==> src/hw/rtl/periodic_message_scheduler_macros.svh <==
// Assertion macros for the periodic message scheduler.
`ifndef PERIODIC_MESSAGE_SCHEDULER_MACROS_SVH
`define PERIODIC_MESSAGE_SCHEDULER_MACROS_SVH

// The consequent must hold in the same cycle as the antecedent.
`define PMS_ASSERT_NOW(lbl, ante, cons, msg) \
  lbl: assert property (@(posedge clk_i) disable iff (!rst_ni) (ante) |-> (cons)) \
    else $error(msg);

// The consequent must hold in the cycle after the antecedent.
`define PMS_ASSERT_NEXT(lbl, ante, cons, msg) \
  lbl: assert property (@(posedge clk_i) disable iff (!rst_ni) (ante) |=> (cons)) \
    else $error(msg);

`endif

==> src/hw/rtl/pms_pkg.sv <==
// Shared types and codes of the periodic message scheduler.
package pms_pkg;

  typedef enum logic {
    KIND_REGISTER = 1'b0,
    KIND_POLL     = 1'b1
  } kind_e;

  typedef enum logic {
    ST_IDLE = 1'b0,
    ST_SCAN = 1'b1
  } state_e;

  typedef struct packed {
    logic        enabled;
    logic [7:0]  message_id;
    logic [15:0] period;
    logic [31:0] last_sent;
  } entry_t;

  localparam logic [31:0] STAMP_ZERO = 32'd0;

endpackage

==> src/hw/rtl/pms_ram.sv <==
// Generic single-write, single-read RAM with registered read data.
module pms_ram #(
  parameter int Width = 8,
  parameter int Depth = 16,
  parameter int AddrW = (Depth > 1) ? $clog2(Depth) : 1
) (
  input  logic             clk_i,
  input  logic             wr_en_i,
  input  logic [AddrW-1:0] wr_addr_i,
  input  logic [Width-1:0] wr_data_i,
  input  logic             rd_en_i,
  input  logic [AddrW-1:0] rd_addr_i,
  output logic [Width-1:0] rd_data_o
);

  logic [Width-1:0] mem_q [Depth];
  logic [Width-1:0] rd_data_q;

  always_ff @(posedge clk_i) begin
    if (wr_en_i) begin
      mem_q[wr_addr_i] <= wr_data_i;
    end
    if (rd_en_i) begin
      rd_data_q <= mem_q[rd_addr_i];
    end
  end

  assign rd_data_o = rd_data_q;

endmodule

==> src/hw/rtl/pms_due_unit.sv <==
// Due check: wrapping elapsed time of one entry compared against its period.
module pms_due_unit
  import pms_pkg::*;
(
  input  entry_t      entry_i,
  input  logic [31:0] now_i,
  output logic        due_o
);

  logic [31:0] elapsed;

  assign elapsed = now_i - entry_i.last_sent;
  assign due_o   = entry_i.enabled && (elapsed >= {16'd0, entry_i.period});

endmodule

==> src/hw/rtl/periodic_message_scheduler.sv <==
// Top level of the periodic message scheduler: config register, sequencer and table.
//
//  channel  | handshake                     | payload
//  ---------+-------------------------------+-------------------------------------------
//  command  | start, busy                   | kind_i, message_id_i, send_period_i,
//           |                               | entry_enable_i, now_ms_i
//  result   | result_valid_o (one cycle)    | registered_o, due_found_o,
//           |                               | due_message_id_o, due_slot_o
//  config   | psel, penable, pwrite, pready | paddr, pwdata, prdata
//
// A register beat, and a poll while sending is disabled or the table is empty,
// gives its result in the cycle after it is accepted and keeps busy low.
// A poll that scans reads one table entry per cycle from the RAM into the due
// check; each entry is decided from the registered read data, and the result is
// registered after the first due entry or after the last entry is decided.
// After reset the table is empty and no clearing pass is needed.
// The receiver cannot stall, so each result beat lasts exactly one cycle.
`include "periodic_message_scheduler_macros.svh"

module periodic_message_scheduler
  import pms_pkg::*;
#(
  parameter int TABLE_DEPTH = 16
) (
  input  logic        clk_i,
  input  logic        rst_ni,
  input  logic        start,
  output logic        busy,
  input  logic        kind_i,
  input  logic [7:0]  message_id_i,
  input  logic [15:0] send_period_i,
  input  logic        entry_enable_i,
  input  logic [31:0] now_ms_i,
  output logic        result_valid_o,
  output logic        registered_o,
  output logic        due_found_o,
  output logic [7:0]  due_message_id_o,
  output logic [3:0]  due_slot_o,
  input  logic        psel,
  input  logic        penable,
  input  logic        pwrite,
  input  logic [2:0]  paddr,
  input  logic [31:0] pwdata,
  output logic [31:0] prdata,
  output logic        pready
);

  localparam int IdxW = (TABLE_DEPTH > 1) ? $clog2(TABLE_DEPTH) : 1;
  localparam int CntW = $clog2(TABLE_DEPTH + 1);
  localparam int ExtW = (IdxW > 4) ? IdxW : 4;
  localparam logic [CntW-1:0] DepthC = CntW'(TABLE_DEPTH);

  state_e          state_q, state_d;
  logic [CntW-1:0] count_q;
  logic [IdxW-1:0] scan_q;
  logic            disabled_q;
  logic            valid_q;
  logic            valid_d;
  logic            pend_q;
  logic [CntW-1:0] iss_left_q;
  logic [CntW-1:0] eval_left_q;
  logic [IdxW-1:0] iss_ptr_q;
  logic [IdxW-1:0] pend_addr_q;
  logic [IdxW-1:0] start_ptr_q;
  logic [31:0]     now_q;
  logic            registered_q;
  logic            found_q;
  logic [7:0]      id_q;
  logic [3:0]      slot_q;

  logic            accept;
  logic            can_store;
  logic            go_scan;
  logic [IdxW-1:0] start_ptr;
  logic            due;
  logic            hit;
  logic            last_eval;
  logic            finish;
  logic            ram_wr_en;
  logic [IdxW-1:0] ram_wr_addr;
  entry_t          ram_wr_data;
  logic            ram_rd_en;
  entry_t          ram_rd_data;
  logic [ExtW-1:0] slot_ext;

  function automatic logic [IdxW-1:0] wrap_inc(input logic [IdxW-1:0] p,
                                               input logic [CntW-1:0] n);
    logic [CntW-1:0] nxt;
    nxt = CntW'(p) + CntW'(1);
    return (nxt == n) ? '0 : nxt[IdxW-1:0];
  endfunction

  assign accept    = start && (state_q == ST_IDLE);
  assign can_store = count_q < DepthC;
  assign go_scan   = (kind_e'(kind_i) == KIND_POLL) && !disabled_q && (count_q != '0);
  assign start_ptr = (CntW'(scan_q) < count_q) ? scan_q : '0;
  assign hit       = (state_q == ST_SCAN) && pend_q && due;
  assign last_eval = pend_q && (eval_left_q == CntW'(1));
  assign finish    = hit || last_eval;
  assign slot_ext  = ExtW'(pend_addr_q);
  assign valid_d   = (accept && !go_scan) || ((state_q == ST_SCAN) && finish);

  pms_ram #(
    .Width($bits(entry_t)),
    .Depth(TABLE_DEPTH)
  ) u_table (
    .clk_i    (clk_i),
    .wr_en_i  (ram_wr_en),
    .wr_addr_i(ram_wr_addr),
    .wr_data_i(ram_wr_data),
    .rd_en_i  (ram_rd_en),
    .rd_addr_i(iss_ptr_q),
    .rd_data_o(ram_rd_data)
  );

  pms_due_unit u_due (
    .entry_i(ram_rd_data),
    .now_i  (now_q),
    .due_o  (due)
  );

  always_comb begin
    state_d = state_q;
    case (state_q)
      ST_IDLE: begin
        if (accept && go_scan) begin
          state_d = ST_SCAN;
        end
      end
      ST_SCAN: begin
        if (finish) begin
          state_d = ST_IDLE;
        end
      end
      default: state_d = ST_IDLE;
    endcase
  end

  always_comb begin
    ram_wr_en   = 1'b0;
    ram_wr_addr = count_q[IdxW-1:0];
    ram_wr_data = '{enabled: entry_enable_i, message_id: message_id_i,
                    period: send_period_i, last_sent: STAMP_ZERO};
    ram_rd_en   = 1'b0;
    case (state_q)
      ST_IDLE: begin
        ram_wr_en = accept && (kind_e'(kind_i) == KIND_REGISTER) && can_store;
      end
      ST_SCAN: begin
        ram_wr_en             = hit;
        ram_wr_addr           = pend_addr_q;
        ram_wr_data           = ram_rd_data;
        ram_wr_data.last_sent = now_q;
        ram_rd_en             = (iss_left_q != '0) && !finish;
      end
      default: begin
        ram_wr_en = 1'b0;
      end
    endcase
  end

  always_ff @(posedge clk_i or negedge rst_ni) begin
    if (!rst_ni) begin
      state_q     <= ST_IDLE;
      count_q     <= '0;
      scan_q      <= '0;
      disabled_q  <= 1'b0;
      valid_q     <= 1'b0;
      pend_q      <= 1'b0;
      iss_left_q  <= '0;
      eval_left_q <= '0;
    end else begin
      state_q <= state_d;
      valid_q <= valid_d;
      if (psel && penable && pwrite && !paddr[2]) begin
        disabled_q <= pwdata[0];
      end
      case (state_q)
        ST_IDLE: begin
          pend_q <= 1'b0;
          if (accept) begin
            if (kind_e'(kind_i) == KIND_REGISTER) begin
              if (can_store) begin
                count_q <= count_q + CntW'(1);
              end
            end else if (go_scan) begin
              iss_left_q  <= count_q;
              eval_left_q <= count_q;
            end
          end
        end
        ST_SCAN: begin
          pend_q <= ram_rd_en;
          if (ram_rd_en) begin
            iss_left_q <= iss_left_q - CntW'(1);
          end
          if (pend_q) begin
            eval_left_q <= eval_left_q - CntW'(1);
          end
          if (hit) begin
            scan_q <= wrap_inc(pend_addr_q, count_q);
          end else if (last_eval) begin
            scan_q <= start_ptr_q;
          end
        end
        default: begin
          pend_q <= 1'b0;
        end
      endcase
    end
  end

  always_ff @(posedge clk_i) begin
    case (state_q)
      ST_IDLE: begin
        if (accept) begin
          registered_q <= (kind_e'(kind_i) == KIND_REGISTER) && can_store;
          found_q      <= 1'b0;
          id_q         <= '0;
          slot_q       <= '0;
          now_q        <= now_ms_i;
          iss_ptr_q    <= start_ptr;
          start_ptr_q  <= start_ptr;
        end
      end
      ST_SCAN: begin
        if (ram_rd_en) begin
          iss_ptr_q   <= wrap_inc(iss_ptr_q, count_q);
          pend_addr_q <= iss_ptr_q;
        end
        if (hit) begin
          registered_q <= 1'b0;
          found_q      <= 1'b1;
          id_q         <= ram_rd_data.message_id;
          slot_q       <= slot_ext[3:0];
        end else if (last_eval) begin
          registered_q <= 1'b0;
          found_q      <= 1'b0;
          id_q         <= '0;
          slot_q       <= '0;
        end
      end
      default: begin
        found_q <= 1'b0;
      end
    endcase
  end

  assign busy             = (state_q != ST_IDLE);
  assign result_valid_o   = valid_q;
  assign registered_o     = registered_q;
  assign due_found_o      = found_q;
  assign due_message_id_o = id_q;
  assign due_slot_o       = slot_q;
  assign prdata           = paddr[2] ? 32'd0 : {31'd0, disabled_q};
  assign pready           = 1'b1;

  `PMS_ASSERT_NOW(a_result_when_idle, result_valid_o, state_q == ST_IDLE,
                  "result beat while a scan is running")
  `PMS_ASSERT_NOW(a_count_bound, 1'b1, count_q <= DepthC, "entry count beyond table depth")
  `PMS_ASSERT_NOW(a_pointer_bound, count_q != '0, CntW'(scan_q) < count_q,
                  "scan pointer outside the filled table")
  `PMS_ASSERT_NEXT(a_register_answer, accept && (kind_e'(kind_i) == KIND_REGISTER),
                   result_valid_o && !due_found_o, "register beat without its answer")

endmodule
==> config.mk <==
export PLATFORM = sky130hd
export DESIGN_NAME = periodic_message_scheduler
export DESIGN_NICKNAME = d
export VERILOG_FILES = /design/src/hw/rtl/pms_pkg.sv /design/src/hw/rtl/pms_ram.sv /design/src/hw/rtl/pms_due_unit.sv /design/src/hw/rtl/periodic_message_scheduler.sv
export VERILOG_INCLUDE_DIRS = /design/src /design/src/hw/rtl
export SDC_FILE = /design/constraint.sdc
export NUM_CORES = 1
export LEC_CHECK = 0
export ABC_AREA = 0
export BUFFER_PORTS_ARGS = -buffer_cell sky130_fd_sc_hd__buf_2
export CAP_MARGIN = 5
export CELL_PAD_IN_SITES_DETAIL_PLACEMENT = 0
export CELL_PAD_IN_SITES_GLOBAL_PLACEMENT = 2
export CORE_MARGIN = 2
export CORE_UTILIZATION = 30
export DETAILED_ROUTE_END_ITERATION = 6
export PLACE_DENSITY = 0.53
export SLEW_MARGIN = 30
export SYNTH_ARGS = -nofsm -noshare
export SYNTH_HDL_FRONTEND = slang
export SYNTH_HIERARCHICAL = 1
export SYNTH_SLANG_ARGS = --single-unit
==> constraint.sdc <==
create_clock -name clk_i -period 8.8 [get_ports clk_i]
set_clock_uncertainty 0.05 [all_clocks]
set_input_delay 1.76 -clock clk_i [delete_from_list [all_inputs] [get_ports clk_i]]
set_output_delay 1.76 -clock clk_i [all_outputs]
set_load 0.03 [all_outputs]
==> Word-level counts from Yosys, hierarchy flattened <==
Memories as Yosys holds them, arrays and structs flattened. A register that Yosys moved wholly into a read port is not among the register bits.
Index checks and enable logic that the tools add are counted.
{ "word_totals": {"ramBits": 912, "reg_bits": 81, "mem_count": 1, "out_inout_bits": 49, "inputBits": 99} }
{ "memory_table": {"columns": ["memory", "words", "word_bits", "read_ports", "rd_ports_with_merged_regs", "wr", "line", "text"], "rows": [
  ["u_table.mem_q", 16, 57, 1, 1, 1, "pms_ram.sv:16", "logic [Width-1:0] mem_q [Depth];"]
]} }
{ "op_classes": {"reduce_logical": 34, "n_addsub": 6, "n_mux": 41, "eq_ne": 9, "n_bitwise": 2, "n_lt_le_gt_ge": 3} }
{ "op_table": {"columns": ["op", "n"], "rows": [
  ["$mux 57", 1],
  ["$mux 4", 11],
  ["$ge 32x16->1", 1],
  ["$sub 32x32->32", 1],
  ["$mux 5", 5],
  ["$mux 8", 3],
  ["$pmux 5 s2", 2],
  ["$logic_and 1x1->1", 17],
  ["$pmux 4 s2", 2],
  ["$pmux 8 s2", 1],
  ["$reduce_and 4->1", 3],
  ["$mux 1", 11],
  ["$add 4x1->5 const B", 2],
  ["$eq 5x5->1", 2],
  ["$pmux 1 s2", 5],
  ["$reduce_and 2->1", 5],
  ["$reduce_bool 5->1", 2],
  ["$sub 5x1->5 const B", 2],
  ["$ne 2x2->1 const B", 3],
  ["$add 5x1->5 const B", 1],
  ["$eq 5x1->1 const B", 1],
  ["$lt 4x5->1", 1],
  ["$lt 5x5->1 const B", 1],
  ["$logic_not 1->1", 4],
  ["5 further kinds", 8]
]} }

==> Longest topological paths before layout <==
{ "logic_depth": {"word_depth": 10, "mapped_depth": 23} }

==> By module <==
Netlist, hierarchy kept.
{ "modules_own_cells": {"columns": ["module", "instances", "seq_area_each_um2", "area_per_inst_um2", "cells_per_inst"], "rows": [
  ["pms_ram", 1, 29097.9, 35823.1, 1470],
  ["periodic_message_scheduler", 1, 2317.2, 4424.2, 371],
  ["pms_due_unit", 1, 0.0, 2499.9, 371]
]} }

==> Worst setup path before layout <==
Ideal clock, no wire load.
{ "synth_path": {"kind": "reg-to-reg", "startpoint": "reg u_table.rd_data_q[0] (netlist: u_table/rd_data_o[0]) (read register of u_table.mem_q)", "endpoint": "mem u_table/mem_q[0][0] in the netlist's numbering (enable)", "stages_incl_launch_ff": 23, "path_buffers": 0, "arrival_time_ns": 7.891, "required_time_ns": 8.208, "setup_slack_ns": 0.317, "path_cell_list": "edfxtp_1 -> ha_1 -> fa_1 -> nand2b_1 -> a211oi_2 -> o31a_2 -> nor3_1 -> nor2_1 -> xor2_1 -> ha_1 -> nand4_1 -> nor2_1 -> nand4_1 -> a31oi_1 -> nor4b_1 -> o2111ai_1 -> nor4_1 -> a41oi_1 -> nand3_2 -> inv_2 -> or2_2 -> or3b_2 -> nor3_1"} }
{ "synth_via": {"elab_chain_cells": 7} }
{ "synth_lines": {"columns": ["item", "line", "text"], "rows": [
  ["start: declaration", "pms_ram.sv:17", "logic [Width-1:0] rd_data_q;"],
  ["$sub 32x32->32", "pms_due_unit.sv:12", "assign elapsed = now_i - entry_i.last_sent;"],
  ["$ge 32x16->1", "pms_due_unit.sv:13", "assign due_o = entry_i.enabled && (elapsed >= {16'd0, entry_i.period});"],
  ["$logic_and 1x1->1", "pms_due_unit.sv:13", null],
  ["named net due", "periodic_message_scheduler.sv:75", "logic due;"],
  ["$logic_and 1x1->1", "periodic_message_scheduler.sv:97", "assign hit = (state_q == ST_SCAN) && pend_q && due;"],
  ["$pmux 1 s2", "periodic_message_scheduler.sv:145", "case (state_q)"],
  ["named net ram_wr_en", "periodic_message_scheduler.sv:79", "logic ram_wr_en;"],
  ["$mux 1", "pms_ram.sv:20", "if (wr_en_i) begin"],
  ["$mux 1 (implied by the code)", "pms_ram.sv:21", "mem_q[wr_addr_i] <= wr_data_i;"],
  ["end: declaration", "pms_ram.sv:16", null]
]} }
The timed path passes the listed nets, and every way through them passes these cells.

==> Final worst setup path <==
{ "layout_path": {"startpoint": "reg now_q[2]", "endpoint": "mem u_table/mem_q[2][25] in the netlist's numbering (enable)"} }
{ "layout_via": {"elab_chain_cells": 7} }
{ "layout_lines": {"columns": ["item", "line", "text"], "rows": [
  ["start: declaration", "periodic_message_scheduler.sv:65", "logic [31:0] now_q;"],
  ["start signal: assignment", "periodic_message_scheduler.sv:221", "now_q <= now_ms_i;"],
  ["$sub 32x32->32", "pms_due_unit.sv:12", null],
  ["$ge 32x16->1", "pms_due_unit.sv:13", null],
  ["$logic_and 1x1->1", "pms_due_unit.sv:13", null],
  ["named net due", "periodic_message_scheduler.sv:75", null],
  ["$logic_and 1x1->1", "periodic_message_scheduler.sv:97", null],
  ["$pmux 1 s2", "periodic_message_scheduler.sv:145", null],
  ["named net ram_wr_en", "periodic_message_scheduler.sv:79", null],
  ["$mux 1", "pms_ram.sv:20", null],
  ["$mux 1 (implied by the code)", "pms_ram.sv:21", null]
]} }
The timed path passes the listed nets, and every way through them passes these cells.

==> out/metrics.cfg <==
[setup_path]
crit_type=reg -> reg
slowest_stage=buf_4
path_cells=ha_1 -> a21oi_1 -> a2111oi_0 -> a211oi_1 -> nand2_1 -> a21oi_1 -> xnor2_1 -> ha_1 -> nand4_1 -> nor2_1 -> nand4_1 -> a31oi_1 -> nor4b_1 -> o2111ai_1 -> nor4_1 -> a41oi_2 -> nand3_2 -> inv_2 -> or2_2 -> or3b_2 -> nor2_4 -> buf_4
worstPathMaxFanout=36
critPathLaunchType=flip-flop
worst_path_largest_cell_delay_ps=670
crit_arrival_ps=7170
path_delay_family=compound AO/OA/AOI/OAI gates
worstPathRequired_ps=9080
crit_path_end_kind=flip-flop
crit_buf_inv=2

[floorplan]
die_h_um=381
initial_core_util_pct=30.2
ios=148
core_um2=141000
die_area_um2=146000
row_count=138
die_x_um=381

[logic_synthesis]
synth_commonest_cells=edfxtp_1 (1,027), mux4_2 (228), a22oi_1 (116)
synthArstFlopShare_pct=2.19
yosysTopAreaCell=edfxtp_1
synth_area_leaders=edfxtp_1 (72%), mux4_2 (12%), a22oi_1 (2.0%)
netlist.area_leader.share_pct=72.1
synth_most_common_cell=edfxtp_1
synth_enable_flop_cells=1027
syn_area_per_cell_um2=19.3
syn_inst=2212
yosys_warnings=6
ys_seq_elements=1050
synth_ff_type=edfxtp_1
yosysUniqueCellTypes=91
seq_area_frac_synth_pct=73.5
syn-cell-area_um2=42700

[cts]
htree_num_levels=3
cts-root-buf=clkbuf_16
cts_tree=yes
clk_path_buf_depth=3
clkTransAtPathRegs_ps=60
cts_resized=0
post_cts_buffers=0
cts_inserted_buffers=110
clk_latency_ps=740
cts.sinks=1050
hold_buffers=0

[timing]
worstMarginPinSlew_ps=978
finalMaxSlewViolations=0
maxSlewHeadroom_pct=34.8
period_share_pct=78.3
timing.hold.ws_ps=487
fin_crit_ps=6890
setup_violations=0
tns_ps=0
rsz0062_at_grt=false
fmax_mhz=145
hold_viol=0

[layout]
area_growth_syn_to_layout_pct=14.9
fin_cells=4331
multiInputGateArea_um2=10500
num_antenna_cells=0
final_nets=2506
drive_above_1_share_pct=24.4
seqCellArea_um2=31400
num-fill-cells=13200
final_area_um2=49100

[detailed_routing]
drc=0
antenna_left=0
vias=21400
wirelength_mm=112
dr.pass1.iters=5
wl_per_cell_um=25.8
vias_per_cell=4.94
first_iter_violations=1658

[place]
hpwl_mm=59.5
placed_area_um2=45600
routabilityCongestion=0.754
portBuffers=82
dp_cells=4126

[global_route]
grt.total_usage_pct=15.3
grt_max_degree=133
grt_pass1_wl_mm=160
antenna_found_initial=3
grt_pass1_vias=22300
overflow=0

[run]
drv_cap=0

[power]
ir_drop_mv=0.278
p_leak_nw=16.0
powerDensity_nw_per_um2=349

[outcome]
status=completed

[hold_path]
hold_class=reg -> reg

## per-layer routing
layer  share of wire, %  track usage [%]
met2                 50             25.5
met1                 45             20.7
met5                  0                0
met3                3.7             2.04
met4                2.1             4.56
## final timing paths
path	startpoint	end	slack [ps]	cells after the start
max	now_q[2]$_DFFE_PP_	u_table/mem_q[2][25]$_DFFE_PP_	1910	22
min	iss_left_q[4]$_DFFE_PN0P_	iss_left_q[4]$_DFFE_PN0P_	490	1
max reg2reg	now_q[2]$_DFFE_PP_	u_table/mem_q[2][25]$_DFFE_PP_	1910	22
min reg2reg	iss_left_q[4]$_DFFE_PN0P_	iss_left_q[4]$_DFFE_PN0P_	490	1
max in group asynchronous	rst_ni	busy$_DFF_PN0_	7320	1
min in group asynchronous	rst_ni	eval_left_q[4]$_DFFE_PN0P_	960	1
## metrics by stage
stage | total power [mW] | setup slack (ps) | util (%)
6_report | 17.1 | 1910 | 34.7
3_5_place_dp | 12.8 | 1930 | 32.2
3_3_place_gp | 12.7 | 1680 | 32.2
4_1_cts | 17.4 | 1870 | 34.7
5_1_grt | 18.1 | 1450 | 34.7
2_1_floorplan | 11.0 | 317 | -
## layout make-up
class | instances | share of cell area (%)
well taps | 1890 | 4.82
inverters | 72 | 0.550
flip-flops and latches | 1050 | 64.0
clock inverters | 71 | 1.40
clock buffers | 133 | 5.78
multi-input cells | 985 | 21.5
repair buffers | 130 | 2.00
## worst reg2reg max path: stages, from the launching register on
cell	delay [ps]
edfxtp_1	390
ha_1	350
a21oi_1	370
a2111oi_0	200
a211oi_1	610
nand2_1	220
a21oi_1	240
xnor2_1	120
ha_1	320
nand4_1	90
nor2_1	110
nand4_1	100
a31oi_1	230
nor4b_1	100
o2111ai_1	110
nor4_1	90
a41oi_2	510
nand3_2	260
inv_2	360
or2_2	230
or3b_2	580
nor2_4	130
buf_4	670
## cells by family (layout without fill, tap and decap cells)
kind of cell / Yosys count / in the layout / share of synthesized area (%)
AO/OA/AOI/OAI: 302 / 302 / 5.20
XOR/XNOR: 33 / 33 / 0.741
AND/OR/NAND/NOR: 301 / 301 / 3.59
other: 2 / 32 / 0.0176
buffers and inverters: 207 / 406 / 2.43
adder cells (fa/ha/maj): 58 / 58 / 1.72
flip-flops: 1050 / 1050 / 73.5
multiplexers: 259 / 259 / 12.8
## sequential cells by signal, summed over array words and instances, names as in the netlist
register	count
count_q	5
result_valid_o	1
iss_ptr_q	4
iss_left_q	5
registered_o	1
pend_q	1
pend_addr_q	4
u_table/mem_q	912
due_found_o	1
eval_left_q	5
disabled_q	1
start_ptr_q	4
due_message_id_o	8
now_q	32
busy	1
u_table/rd_data_o	57
scan_q	4
due_slot_o	4
## report_power, final
group          internal [mW]  total, mW  switching [mW]  leakage [nW]
logic                   2.10       5.58            3.48          4.65
registers               6.71       7.01           0.301          9.65
clock network           2.57       4.54            1.97          1.72
## placed cells by master (no fill, tap or decap), types with 6 or more instances in the layout
cell type and instances:
nor2_1 38, dfrtp_1 22, o21ai_0 30, o211ai_1 8, a31oi_1 7, inv_1 70, nand4_1 11, mux2_2 26
clkbuf_16 110, a21oi_1 37, o21a_1 6, edfxtp_1 1027, buf_2 82, ha_1 57, bufinv_16 9, buf_12 15
and2_1 49, a21boi_0 6, buf_4 31, clkbuf_1 23, a211oi_1 11, conb_1 32, mux4_2 228, a21o_1 13
clkinv_1 23, a22oi_1 116, nand3_1 12, clkinv_2 26, nand2_1 104, o31ai_1 8, nor2_4 13, nor3_1 16
xor2_1 10, xnor2_1 21
(Power assumes the default switching activity.)
